--- src/rtl/su3sc_ram.sv ---
// Single-port-write, single-port-read synchronous memory, read data registered.
// Used for the element store and the Lie component store. No dependencies.
module su3sc_ram
#(
    parameter int WIDTH = 64,
    parameter int DEPTH = 27
)
(
    input  logic                     clk,
    input  logic                     we,
    input  logic [$clog2(DEPTH)-1:0] waddr,
    input  logic [WIDTH-1:0]         wdata,
    input  logic [$clog2(DEPTH)-1:0] raddr,
    output logic [WIDTH-1:0]         rdata
);
    logic [WIDTH-1:0] mem [DEPTH];
    logic [WIDTH-1:0] rdata_reg;

    always_ff @(posedge clk)
    begin
        if (we)
        begin
            mem[waddr] <= wdata;
        end
        rdata_reg <= mem[raddr];
    end

    assign rdata = rdata_reg;
endmodule

--- config.mk ---
export PLATFORM = sky130hd
export DESIGN_NAME = su3sc_ram
export DESIGN_NICKNAME = d
export VERILOG_FILES = /design/src/rtl/su3sc_ram.sv
export SDC_FILE = /design/constraint.sdc
export NUM_CORES = 1
export LEC_CHECK = 0
export ABC_AREA = 1
export BUFFER_PORTS_ARGS = -buffer_cell sky130_fd_sc_hd__buf_2
export CAP_MARGIN = 10
export CORE_MARGIN = 1.5
export CORE_UTILIZATION = 30
export CTS_CLUSTER_DIAMETER = 150
export CTS_CLUSTER_SIZE = 12
export DETAILED_ROUTE_END_ITERATION = 10
export PLACE_DENSITY = 0.42
export SYNTH_ARGS = -nofsm -noshare
export SYNTH_HDL_FRONTEND = slang
export SYNTH_SLANG_ARGS = --single-unit
--- constraint.sdc ---
create_clock -name clk -period 14.2 [get_ports clk]
set_clock_uncertainty 0.05 [all_clocks]
set_input_delay 4.26 -clock clk [delete_from_list [all_inputs] [get_ports clk]]
set_output_delay 4.26 -clock clk [all_outputs]
set_load 0.005 [all_outputs]
==> flow_metrics.tcl <==
set metrics [dict create \
    holdPathEnd "rdata[51]" \
    antenna_found_initial 26 \
    cts_resized 0 \
    muxShareOfSynthArea_pct 0 \
    post_cts_buffers 0 \
    p_leak_nw 28.09 \
    crit_chain "buf_8 -> inv_16 -> buf_4 -> buf_4 -> nand2_1 -> nand3_1 -> nand3_1 -> nand2_1 -> nand2_1 -> nand2_1 -> nand2_1 -> nand2_1" \
    power_mw 10.78 \
    fin_crit_sh_pct 51.01 \
    synth-compound-area-share_pct 1.091 \
    syn-num-nets 5931 \
    grt_pass1_wl_um 322100 \
    synth_top_area_share_pct 73.22 \
    synthSimpleGateAreaFrac_pct 20.87 \
    clkSlewWorstSetupHoldPaths_ns 0.06 \
    irDropWorstVdd_v 0.0001042 \
    cp_common_cell "nand2_1" \
    core_um2 235000 \
    status "completed" \
    grt_usage_pct 18.55 \
    vias 44350 \
    finish.instance_area_um2 79260 \
    slew_headroom_pct 1.874 \
    hold_ws_ns 0.5038 \
    wire_per_inst_um 24.39 \
    drc 0 \
    nets 5963 \
    numCtsBuffers 167 \
    reg2reg_from "mem[0][28]" \
    rows 178 \
    slowest_stage "buf_4" \
    start_kind "primary input" \
    rsz0062_at_grt "false" \
    setup_ws_ns 6.956 \
    placed_area_um2 74420 \
    place_ws_ns 6.109 \
    port-buffer-count 139 \
    p_per_area_nw_per_um2 136.0 \
    antenna_left 0 \
    synth_top_family_by_area "simple AND/OR/NAND/NOR gates" \
    holdPathStages 4 \
    synth_fa_ha_area_share_pct 0 \
    worstPathMaxFanout 242 \
    fmax_mhz 138.0 \
    place.gp.congestion 0.7059 \
    worstSetupPathType "primary input to register" \
    worst_pin_slew_ns 1.472 \
    layout_min_cycle_time_ns 7.244 \
    cap_violations 0 \
    fin_util_pct 33.73 \
    clockBufferDepth 3 \
    cp_top_family "buffers and inverters" \
    placedCellCount 8868 \
    cts_tree "done" \
    synth_cell_type_count 19 \
    netlist_top_cells_area "edfxtp_1, nand2_1, nand3_1, dfxtp_1, buf_2" \
    crit_buf_inv 4 \
    synth_warnings 0 \
    ff2ff_path_depth 8 \
    cts_hold_buffers 0 \
    slowest_delay_ns 0.92 \
    dr.pass1.iters 5 \
    syn_to_final_growth_pct 11.85 \
    drt-total-wl_um 223300 \
    yosysSeqAreaShare_pct 75.03 \
    drive_above_1_share_pct 7.417 \
    worstPathRequired_ns 14.91 \
    htreeDepth 4 \
    setup_viol 0 \
    hold_class "register to register" \
    clockRootBuffer "clkbuf_16" \
    avgSynthCellArea_um2 12.10 \
    io_pins 140 \
    die_x_um 489.0 \
    cp.depth 12 \
    synth_xor_area_share_pct 0 \
    initial_core_util_pct 30.16 \
    timing.rr.end "rdata[28]" \
    vias_per_cell 4.844 \
    drt_iter0_drc 3366 \
    largest_reg_flops 1728 \
    min-delay-start "mem[26][51]" \
    grt_overflow 0 \
    grt_max_degree 243 \
    ys_ff_latch 1792 \
    finalHoldViolCount 0 \
    synth_top_cell_by_area "edfxtp_1" \
    clk_latency_ns 0.81 \
    drv_slew 0 \
    tns_ns 0 \
    end_kind "register" \
    syn_inst 5855 \
    dpl.hpwl_um 100200 \
    finalNonFillerCells 9156 \
    grt_pass1_vias 44360 \
    r2r_setup_slack_ns 12.77 \
    crit_arrival_ns 7.95 \
    die_area_um2 239100 \
    syn_area_um2 70870 \
    cts.sinks 1792 \
    die_h_um 489.0 \
]
[metal layers]
layer / global-route usage (%) / vias to the layer above / wire length [um]
li1: - / 20570 / -
met1: 24.68 / 22630 / 100200
met2: 32.16 / 875 / 110500
met3: 2.501 / 264 / 8541
met4: 3.836 / 12 / 4015
met5: 0 / - / 69
[layout by cell type (no fill, tap or decap), types with 27 or more instances in the layout]
| cell | n |
|---|---|
| nand2_1 | 2329 |
| edfxtp_1 | 1728 |
| nand3_1 | 1188 |
| clkbuf_16 | 170 |
| buf_2 | 134 |
| clkbuf_1 | 99 |
| buf_4 | 89 |
| a21oi_1 | 78 |
| dfxtp_1 | 64 |
| o21ai_1 | 30 |
| nor2_4 | 27 |
[tightest hold or removal path, stage by stage (launching register included)]
cell,delay (ns)
edfxtp_1,0.32
o21ai_1,0.05
nand2_1,0.06
nand2_1,0.04
nand2_1,0.05
[synth_stat cells]
library cell,n
dfxtp_1,64
nand2_1,2329
buf_6,31
edfxtp_1,1728
inv_1,6
clkbuf_1,64
o21ai_1,30
buf_8,3
inv_4,2
buf_2,170
buf_1,37
a21oi_1,78
nand3_1,1188
buf_4,62
clkinv_1,1
o21ai_0,9
o211ai_1,25
inv_2,1
nor2_1,27
[cell type report]
| type | count | area, um2 |
|---|---|---|
| Timing Repair Buffer | 230 | 1455 |
| Clock inverter | 13 | 198.9 |
| Fill cell | 23390 | 155700 |
| Sequential cell | 1792 | 53170 |
| Antenna cell | 6 | 15.01 |
| Multi-Input combinational cell | 3686 | 15770 |
| Tap cell | 3150 | 3941 |
| Clock buffer | 269 | 4626 |
| Inverter | 10 | 87.58 |
[cells by family after synthesis]
kind of cell / after synthesis
compound gates: 142
simple gates: 3544
flops: 1792
buf+inv: 377
[report_power, final]
group          internal [mW]  switching, mW
Sequential              5.87         0.0261
Clock                   2.23           2.00
Combinational          0.160          0.490
Total                   8.27           2.51
[worst max-delay path by stage]
| stage | startpoint | end |
|---|---|---|
| 2_1_floorplan | waddr[1] | mem[0][0] |
| 3_3_place_gp | raddr[0] | rdata[0] |
| 3_5_place_dp | raddr[0] | rdata[61] |
| 4_1_cts | raddr[0] | rdata[0] |
| 5_1_grt | raddr[0] | rdata[0] |
| 6_report | raddr[0] | rdata[61] |
Power figures use the tool's default switching activity.
