## config.mk

```make
export PLATFORM = sky130hd
export DESIGN_NAME = su3sc_mac
export DESIGN_NICKNAME = d
export VERILOG_FILES = /design/src/rtl/su3sc_pkg.sv /design/src/rtl/su3sc_mac.sv
export SDC_FILE = /design/constraint.sdc
export NUM_CORES = 2
export LEC_CHECK = 0
export BUFFER_PORTS_ARGS = -buffer_cell sky130_fd_sc_hd__buf_2
export CAP_MARGIN = 20
export CORE_ASPECT_RATIO = 0.9
export CORE_MARGIN = 2
export CORE_UTILIZATION = 60
export CTS_CLUSTER_SIZE = 14
export DETAILED_ROUTE_END_ITERATION = 10
export PLACE_DENSITY = 0.81
export SLEW_MARGIN = 20
export SYNTH_ARGS = -nofsm -noshare
export SYNTH_HDL_FRONTEND = slang
export SYNTH_SLANG_ARGS = --single-unit
```

## constraint.sdc

```tcl
create_clock -name clk -period 7.72 [get_ports clk]
set_input_delay 0.386 -clock clk [delete_from_list [all_inputs] [get_ports clk]]
set_output_delay 0.386 -clock clk [all_outputs]
set_load 0.01 [all_outputs]
```

## src/rtl/su3sc_pkg.sv

```systemverilog
// Package for the SU(3) structure-constant contraction block.
// Holds the datapath widths, micro-op types, the Lie recipe table and the coefficient table.
// No dependencies.
package su3sc_pkg;

    localparam int LW          = 34;   // Lie component part width
    localparam int MW          = 35;   // multiplier operand width
    localparam int PW          = 2 * MW;
    localparam int AW          = 100;  // product accumulator width
    localparam int TW          = 72;   // contraction total width
    localparam int STORE_DEPTH = 27;
    localparam int LIE_DEPTH   = 24;
    localparam int D_ENTRIES   = 58;
    localparam int F_ENTRIES   = 54;
    localparam int N_ENTRIES   = D_ENTRIES + F_ENTRIES;

    localparam logic [1:0] MODE_D    = 2'd0;
    localparam logic [1:0] MODE_F    = 2'd1;
    localparam logic [1:0] MODE_BOTH = 2'd2;

    localparam logic [30:0] Q_SQRT3 = 31'd1859775393;

    typedef enum logic [1:0] {ACC_HOLD, ACC_LOAD, ACC_ADD, ACC_SUB} acc_op_t;

    typedef struct packed {
        acc_op_t op;
        logic    shift32;
    } mac_ctrl_t;

    typedef struct packed {
        logic [63:0] r0;
        logic [63:0] r16;
        logic [63:0] r30;
        logic        ovf0;
        logic        ovf16;
        logic        ovf30;
    } mac_res_t;

    typedef enum logic [1:0] {LK_ADD, LK_SUB, LK_ISUB, LK_SQRT} lie_kind_t;

    typedef struct packed {
        logic [3:0] u;
        logic [3:0] v;
        lie_kind_t  kind;
    } lie_recipe_t;

    function automatic lie_recipe_t lie_recipe(input logic [2:0] k);
        lie_recipe_t r;
        case (k)
            3'd0:    r = '{u: 4'd1, v: 4'd3, kind: LK_ADD};
            3'd1:    r = '{u: 4'd1, v: 4'd3, kind: LK_ISUB};
            3'd2:    r = '{u: 4'd0, v: 4'd4, kind: LK_SUB};
            3'd3:    r = '{u: 4'd2, v: 4'd6, kind: LK_ADD};
            3'd4:    r = '{u: 4'd2, v: 4'd6, kind: LK_ISUB};
            3'd5:    r = '{u: 4'd5, v: 4'd7, kind: LK_ADD};
            3'd6:    r = '{u: 4'd5, v: 4'd7, kind: LK_ISUB};
            default: r = '{u: 4'd8, v: 4'd8, kind: LK_SQRT};
        endcase
        return r;
    endfunction

    // Magnitude codes in Q1.30
    function automatic logic [30:0] mag_of(input logic [2:0] code);
        logic [30:0] m;
        case (code)
            3'd0:    m = 31'd1073741824;
            3'd1:    m = 31'd536870912;
            3'd2:    m = 31'd929887697;
            3'd3:    m = 31'd619925131;
            3'd4:    m = 31'd309962566;
            default: m = 31'd0;
        endcase
        return m;
    endfunction

    function automatic logic [12:0] en(input int p, input int q, input int r,
                                       input int m, input int s);
        return 13'(p | (q << 3) | (r << 6) | (m << 9) | (s << 12));
    endfunction

    // Fields: [2:0] p, [5:3] q, [8:6] r, [11:9] magnitude code, [12] sign
    localparam logic [12:0] COEF_ROM [N_ENTRIES] = '{
        en(0,0,7,3,0), en(0,3,5,1,0), en(0,4,6,1,0), en(0,5,3,1,0), en(0,6,4,1,0),
        en(0,7,0,3,0), en(1,1,7,3,0), en(1,3,6,1,1), en(1,4,5,1,0), en(1,5,4,1,0),
        en(1,6,3,1,1), en(1,7,1,3,0), en(2,2,7,3,0), en(2,3,3,1,0), en(2,4,4,1,0),
        en(2,5,5,1,1), en(2,6,6,1,1), en(2,7,2,3,0), en(3,0,5,1,0), en(3,1,6,1,1),
        en(3,2,3,1,0), en(3,3,2,1,0), en(3,3,7,4,1), en(3,5,0,1,0), en(3,6,1,1,1),
        en(3,7,3,4,1), en(4,0,6,1,0), en(4,1,5,1,0), en(4,2,4,1,0), en(4,4,2,1,0),
        en(4,4,7,4,1), en(4,5,1,1,0), en(4,6,0,1,0), en(4,7,4,4,1), en(5,0,3,1,0),
        en(5,1,4,1,0), en(5,2,5,1,1), en(5,3,0,1,0), en(5,4,1,1,0), en(5,5,2,1,1),
        en(5,5,7,4,1), en(5,7,5,4,1), en(6,0,4,1,0), en(6,1,3,1,1), en(6,2,6,1,1),
        en(6,3,1,1,1), en(6,4,0,1,0), en(6,6,2,1,1), en(6,6,7,4,1), en(6,7,6,4,1),
        en(7,0,0,3,0), en(7,1,1,3,0), en(7,2,2,3,0), en(7,3,3,4,1), en(7,4,4,4,1),
        en(7,5,5,4,1), en(7,6,6,4,1), en(7,7,7,3,1),
        en(0,1,2,0,0), en(0,2,1,0,1), en(0,3,6,1,0), en(0,4,5,1,1), en(0,5,4,1,0),
        en(0,6,3,1,1), en(1,0,2,0,1), en(1,2,0,0,0), en(1,3,5,1,0), en(1,4,6,1,0),
        en(1,5,3,1,1), en(1,6,4,1,1), en(2,0,1,0,0), en(2,1,0,0,1), en(2,3,4,1,0),
        en(2,4,3,1,1), en(2,5,6,1,1), en(2,6,5,1,0), en(3,0,6,1,1), en(3,1,5,1,1),
        en(3,2,4,1,1), en(3,4,2,1,0), en(3,4,7,2,0), en(3,5,1,1,0), en(3,6,0,1,0),
        en(3,7,4,2,1), en(4,0,5,1,0), en(4,1,6,1,1), en(4,2,3,1,0), en(4,3,2,1,1),
        en(4,3,7,2,1), en(4,5,0,1,1), en(4,6,1,1,0), en(4,7,3,2,0), en(5,0,4,1,1),
        en(5,1,3,1,0), en(5,2,6,1,0), en(5,3,1,1,1), en(5,4,0,1,0), en(5,6,2,1,1),
        en(5,6,7,2,0), en(5,7,6,2,1), en(6,0,3,1,0), en(6,1,4,1,0), en(6,2,5,1,1),
        en(6,3,0,1,1), en(6,4,1,1,1), en(6,5,2,1,0), en(6,5,7,2,1), en(6,7,5,2,0),
        en(7,3,4,2,0), en(7,4,3,2,1), en(7,5,6,2,0), en(7,6,5,2,1)
    };

endpackage

```

## src/rtl/su3sc_mac.sv

```systemverilog
// Shared multiplier with registered product, wide accumulator and three rounders.
// Depends on su3sc_pkg.
module su3sc_mac
(
    input  logic                    clk,
    input  logic signed [34:0]      op_a,
    input  logic signed [34:0]      op_b,
    input  su3sc_pkg::mac_ctrl_t    ctrl,
    output su3sc_pkg::mac_res_t     res
);
    import su3sc_pkg::*;

    localparam logic [63:0] S64_MAX = {1'b0, {63{1'b1}}};
    localparam logic [63:0] S64_MIN = {1'b1, {63{1'b0}}};

    logic signed [PW-1:0] prod_reg;
    logic [AW-1:0]        acc_reg;
    logic [AW-1:0]        acc_next;
    logic [AW-1:0]        prod_ext;
    logic [AW-1:0]        addend;
    logic [AW-1:0]        v16;
    logic [AW-1:0]        v30;
    logic [AW-17:0]       s16;
    logic [AW-31:0]       s30;

    always_ff @(posedge clk)
    begin
        prod_reg <= op_a * op_b;
        acc_reg  <= acc_next;
    end

    always_comb
    begin
        prod_ext = {{(AW-PW){prod_reg[PW-1]}}, prod_reg};
        addend   = ctrl.shift32 ? {prod_ext[AW-33:0], 32'b0} : prod_ext;
        case (ctrl.op)
            ACC_LOAD: acc_next = addend;
            ACC_ADD:  acc_next = acc_reg + addend;
            ACC_SUB:  acc_next = acc_reg - addend;
            default:  acc_next = acc_reg;
        endcase
    end

    // round half up, then clip to 64 bits
    always_comb
    begin
        v16 = acc_reg + AW'(32768);
        v30 = acc_reg + AW'(536870912);
        s16 = v16[AW-1:16];
        s30 = v30[AW-1:30];

        res.ovf0  = !((&acc_reg[AW-1:63]) || !(|acc_reg[AW-1:63]));
        res.ovf16 = !((&s16[AW-17:63]) || !(|s16[AW-17:63]));
        res.ovf30 = !((&s30[AW-31:63]) || !(|s30[AW-31:63]));
        res.r0    = res.ovf0 ? (acc_reg[AW-1] ? S64_MIN : S64_MAX) : acc_reg[63:0];
        res.r16   = res.ovf16 ? (s16[AW-17] ? S64_MIN : S64_MAX) : s16[63:0];
        res.r30   = res.ovf30 ? (s30[AW-31] ? S64_MIN : S64_MAX) : s30[63:0];
    end
endmodule

```

==> key figures <==
Run status
  – Outcome: completed

Timing
  – Minimum clock period: 7.54 ns
  – Final Max Slew Viols: 0
  – FMAX: ~130 MHz
  – Layout Skew: 0.0192 ns
  – Final worst slack: 0.182 ns
  – Final Hold Fails: 0
  – Worst Max-Slew Pin Slew: between 1 and 1.5 ns
  – Final setup violation count: 0
  – Period utilization: a little over nine tenths
  – Min Hold Slack: 0.529 ns
  – Slew Limit Headroom: 23.6%

GRT
  – Largest net degree at the start of global routing: 102
  – Initial antenna violation count: 2
  – First-pass GRT wire length: 316000 um
  – Total gr overflow: 0
  – Vias in the first global route: 56.7k
  – GR Util All Layers: 36.9%

Logic synthesis
  – Yosys cell types: 84
  – Area leader, netlist: fa_1
  – Top_reg_cell synth: edfxtp_1
  – Synth top area share: approximately 41%
  – Synth area leaders: fa_1 41%, inv_1 7.8%, and2_1 6.6%
  – Post-Syn Area: 64200 um2
  – Mapped Cells: 7441
  – FF+latch count, synth: 170
  – Synthesized net count: 9136
  – Synth top cells by count: 1332 x inv_1, 1312 x fa_1, 820 x nand2_1, 677 x and2_1, 384 x clkbuf_1
  – Asr flop ratio synth: 0%
  – Post-synth EDFFs: 100
  – Post-Syn Area per Cell: roughly 8.6 um2
  – Most common cell in the netlist: inv_1
  – Synth warnings: 0
  – Sequential element share of the synthesized area: 6.86%

Worst setup path
  – Worst setup EP type: register
  – Arr. time, crit path: 7.91 ns
  – CP delay by family, top: adder cells
  – CP Data Required Time: 8.10 ns
  – Crit path kind: input pin to register
  – Most frequent CP cell: fa_1
  – Critical path peak fanout: 5
  – Worst Setup Start Kind: input pin
  – Slowest cell on the critical path: fa_1
  – Worst Path Buf+Inv: 9
  – Max stage delay on crit path: 0.55 ns

CTS
  – H-tree levels: 4
  – Worst-path clk slew: around 0.080 ns
  – Max Buffers Root-to-Sink: 2
  – CTS tree: yes
  – Clock root cell: clkbuf_16
  – Clk_lat worst skew: 0.47 ns
  – TritonCTS Buffers: 17
  – Clk sink count: 170

Place
  – Place WS: -0.484 ns
  – Detailed Place HPWL: 171000 um
  – Placed Cells: 9114
  – Routability congestion estimate: between 1 and 1.5
  – PortBufs: ~270

Die
  – Die ar.: 110000 um2
  – Die X: 349 um
  – Row count: ~110
  – I/O pins: 269
  – Die Height: 314 um
  – Initial Util: around three fifths
  – Core box area: about 110000 um2

Final layout
  – Area Overhead vs Synth: 10.3%
  – Max reg flops: 100
  – Final nets: 9455
  – Non-Filler Instances: 9155
  – Share of cells above drive strength 1: between 10% and 20%

Hold path
  – Worst hold-check path type: input pin to register

Drt
  – Final WL: 200000 um
  – Via count: 54.3k
  – Drt via density: 5.93
  – Starting DRT DRC Count: 6069
  – Drt first pass iters: 8
  – DRC viols: 0
  – WL/cell: roughly 22 um
  – Post-route antenna net violation count: 0

Flow run
  – Max_cap viols: 0
[worst register-to-register path, cell delays in order (launching register included)]
cell       delay [ns]
dfxtp_1          0.51
or4_1            0.61
or4_1            0.51
o41ai_1          0.57
and3_1           0.38
and3_1           0.24
nand2_1          0.11
nand2_1          0.11
xor2_1           0.30
ha_1             0.37
a21o_1           0.20
o21bai_1         0.23
a221oi_1         0.40
nand3_1          0.28
a2111oi_0        0.41
o21ai_0          0.36
a21oi_1          0.39
o21ai_0          0.28
a211oi_1         0.33
xnor2_1          0.15
mux2i_1          0.08
[repair_timing]
item,CTS,global route
hold buffers,0,0
endpoints found under the setup margin,0,17
gates resized for setup,0,188
buffers inserted,0,7
[layout make-up]
type,count,area [um2]
multi-input cells,5494,53500
fillers,8410,34900
repair buffers,744,5610
inverters,1333,5010
flip-flops and latches,170,4400
well taps,1380,1730
clock buffers,17,425
clock inverters,15,175
diodes,2,5.00
[metrics by stage]
| step | area [um2] | setup TNS (ns) | util [%] |
|---|---|---|---|
| after floorplan | 64300 | 0 | - |
| after global placement | 69500 | -4.15 | 65.7 |
| after detailed placement | 69500 | -6.01 | 65.7 |
| after CTS | 70100 | 0 | 66.3 |
| after global routing | 70800 | -0.263 | 67.0 |
| final | 70800 | 0 | 67.0 |
[per-layer routing]
metal	track usage, %	share of wire, %	vias to the layer above
met3	8.33	12	521
met5	0	0	-
met1	51.3	40	26900
met4	13.4	4.1	0
li1	-	-	23700
met2	57.1	44	3174
[path summary, 6_finish.rpt]
path | startpoint | to | slack, ns | depth (start not counted)
worst max-delay path | op_b[2] | prod_reg[58]$_DFF_P_ | 0.18 | 28
worst min register to register | prod_reg[11]$_DFF_P_ | acc_reg[11]$_DFFE_PP_ | 0.72 | 3
worst min-delay path | op_b[0] | prod_reg[0]$_DFF_P_ | 0.53 | 3
worst max register to register | prod_reg[15]$_DFF_P_ | acc_reg[99]$_DFFE_PP_ | 0.63 | 20
[cells in the final DEF (no fill, tap or decap), drive strengths merged, types with 43 or more instances in the layout]
cell,instances
a21o,98
a21oi,397
and2,679
buf,729
dfxtp,70
edfxtp,100
fa,1312
ha,309
inv,1339
mux2i,109
nand2,820
nand3,92
nand4,104
nor2,315
nor2b,43
nor3,122
o21ai,238
o21bai,43
xnor2,285
xor2,114
[logic make-up (layout without fill, tap and decap cells)]
family / count (synthesis) / after routing / share of synthesized area [%]
flip-flops: 170 / 170 / 6.86
other: 0 / 2 / 0
AND/OR/NAND/NOR: 2356 / 2356 / 18.4
AO/OA/AOI/OAI: 985 / 985 / 9.53
multiplexers: 133 / 133 / 2.12
adder cells (fa/ha/maj): 1621 / 1621 / 46.9
XOR/XNOR: 399 / 399 / 5.44
buffers and inverters: 1777 / 2109 / 10.7
Power is left out: the tool's default activity adds up to more than one toggle a clock period on the data nets, which glitch-free logic cannot reach.
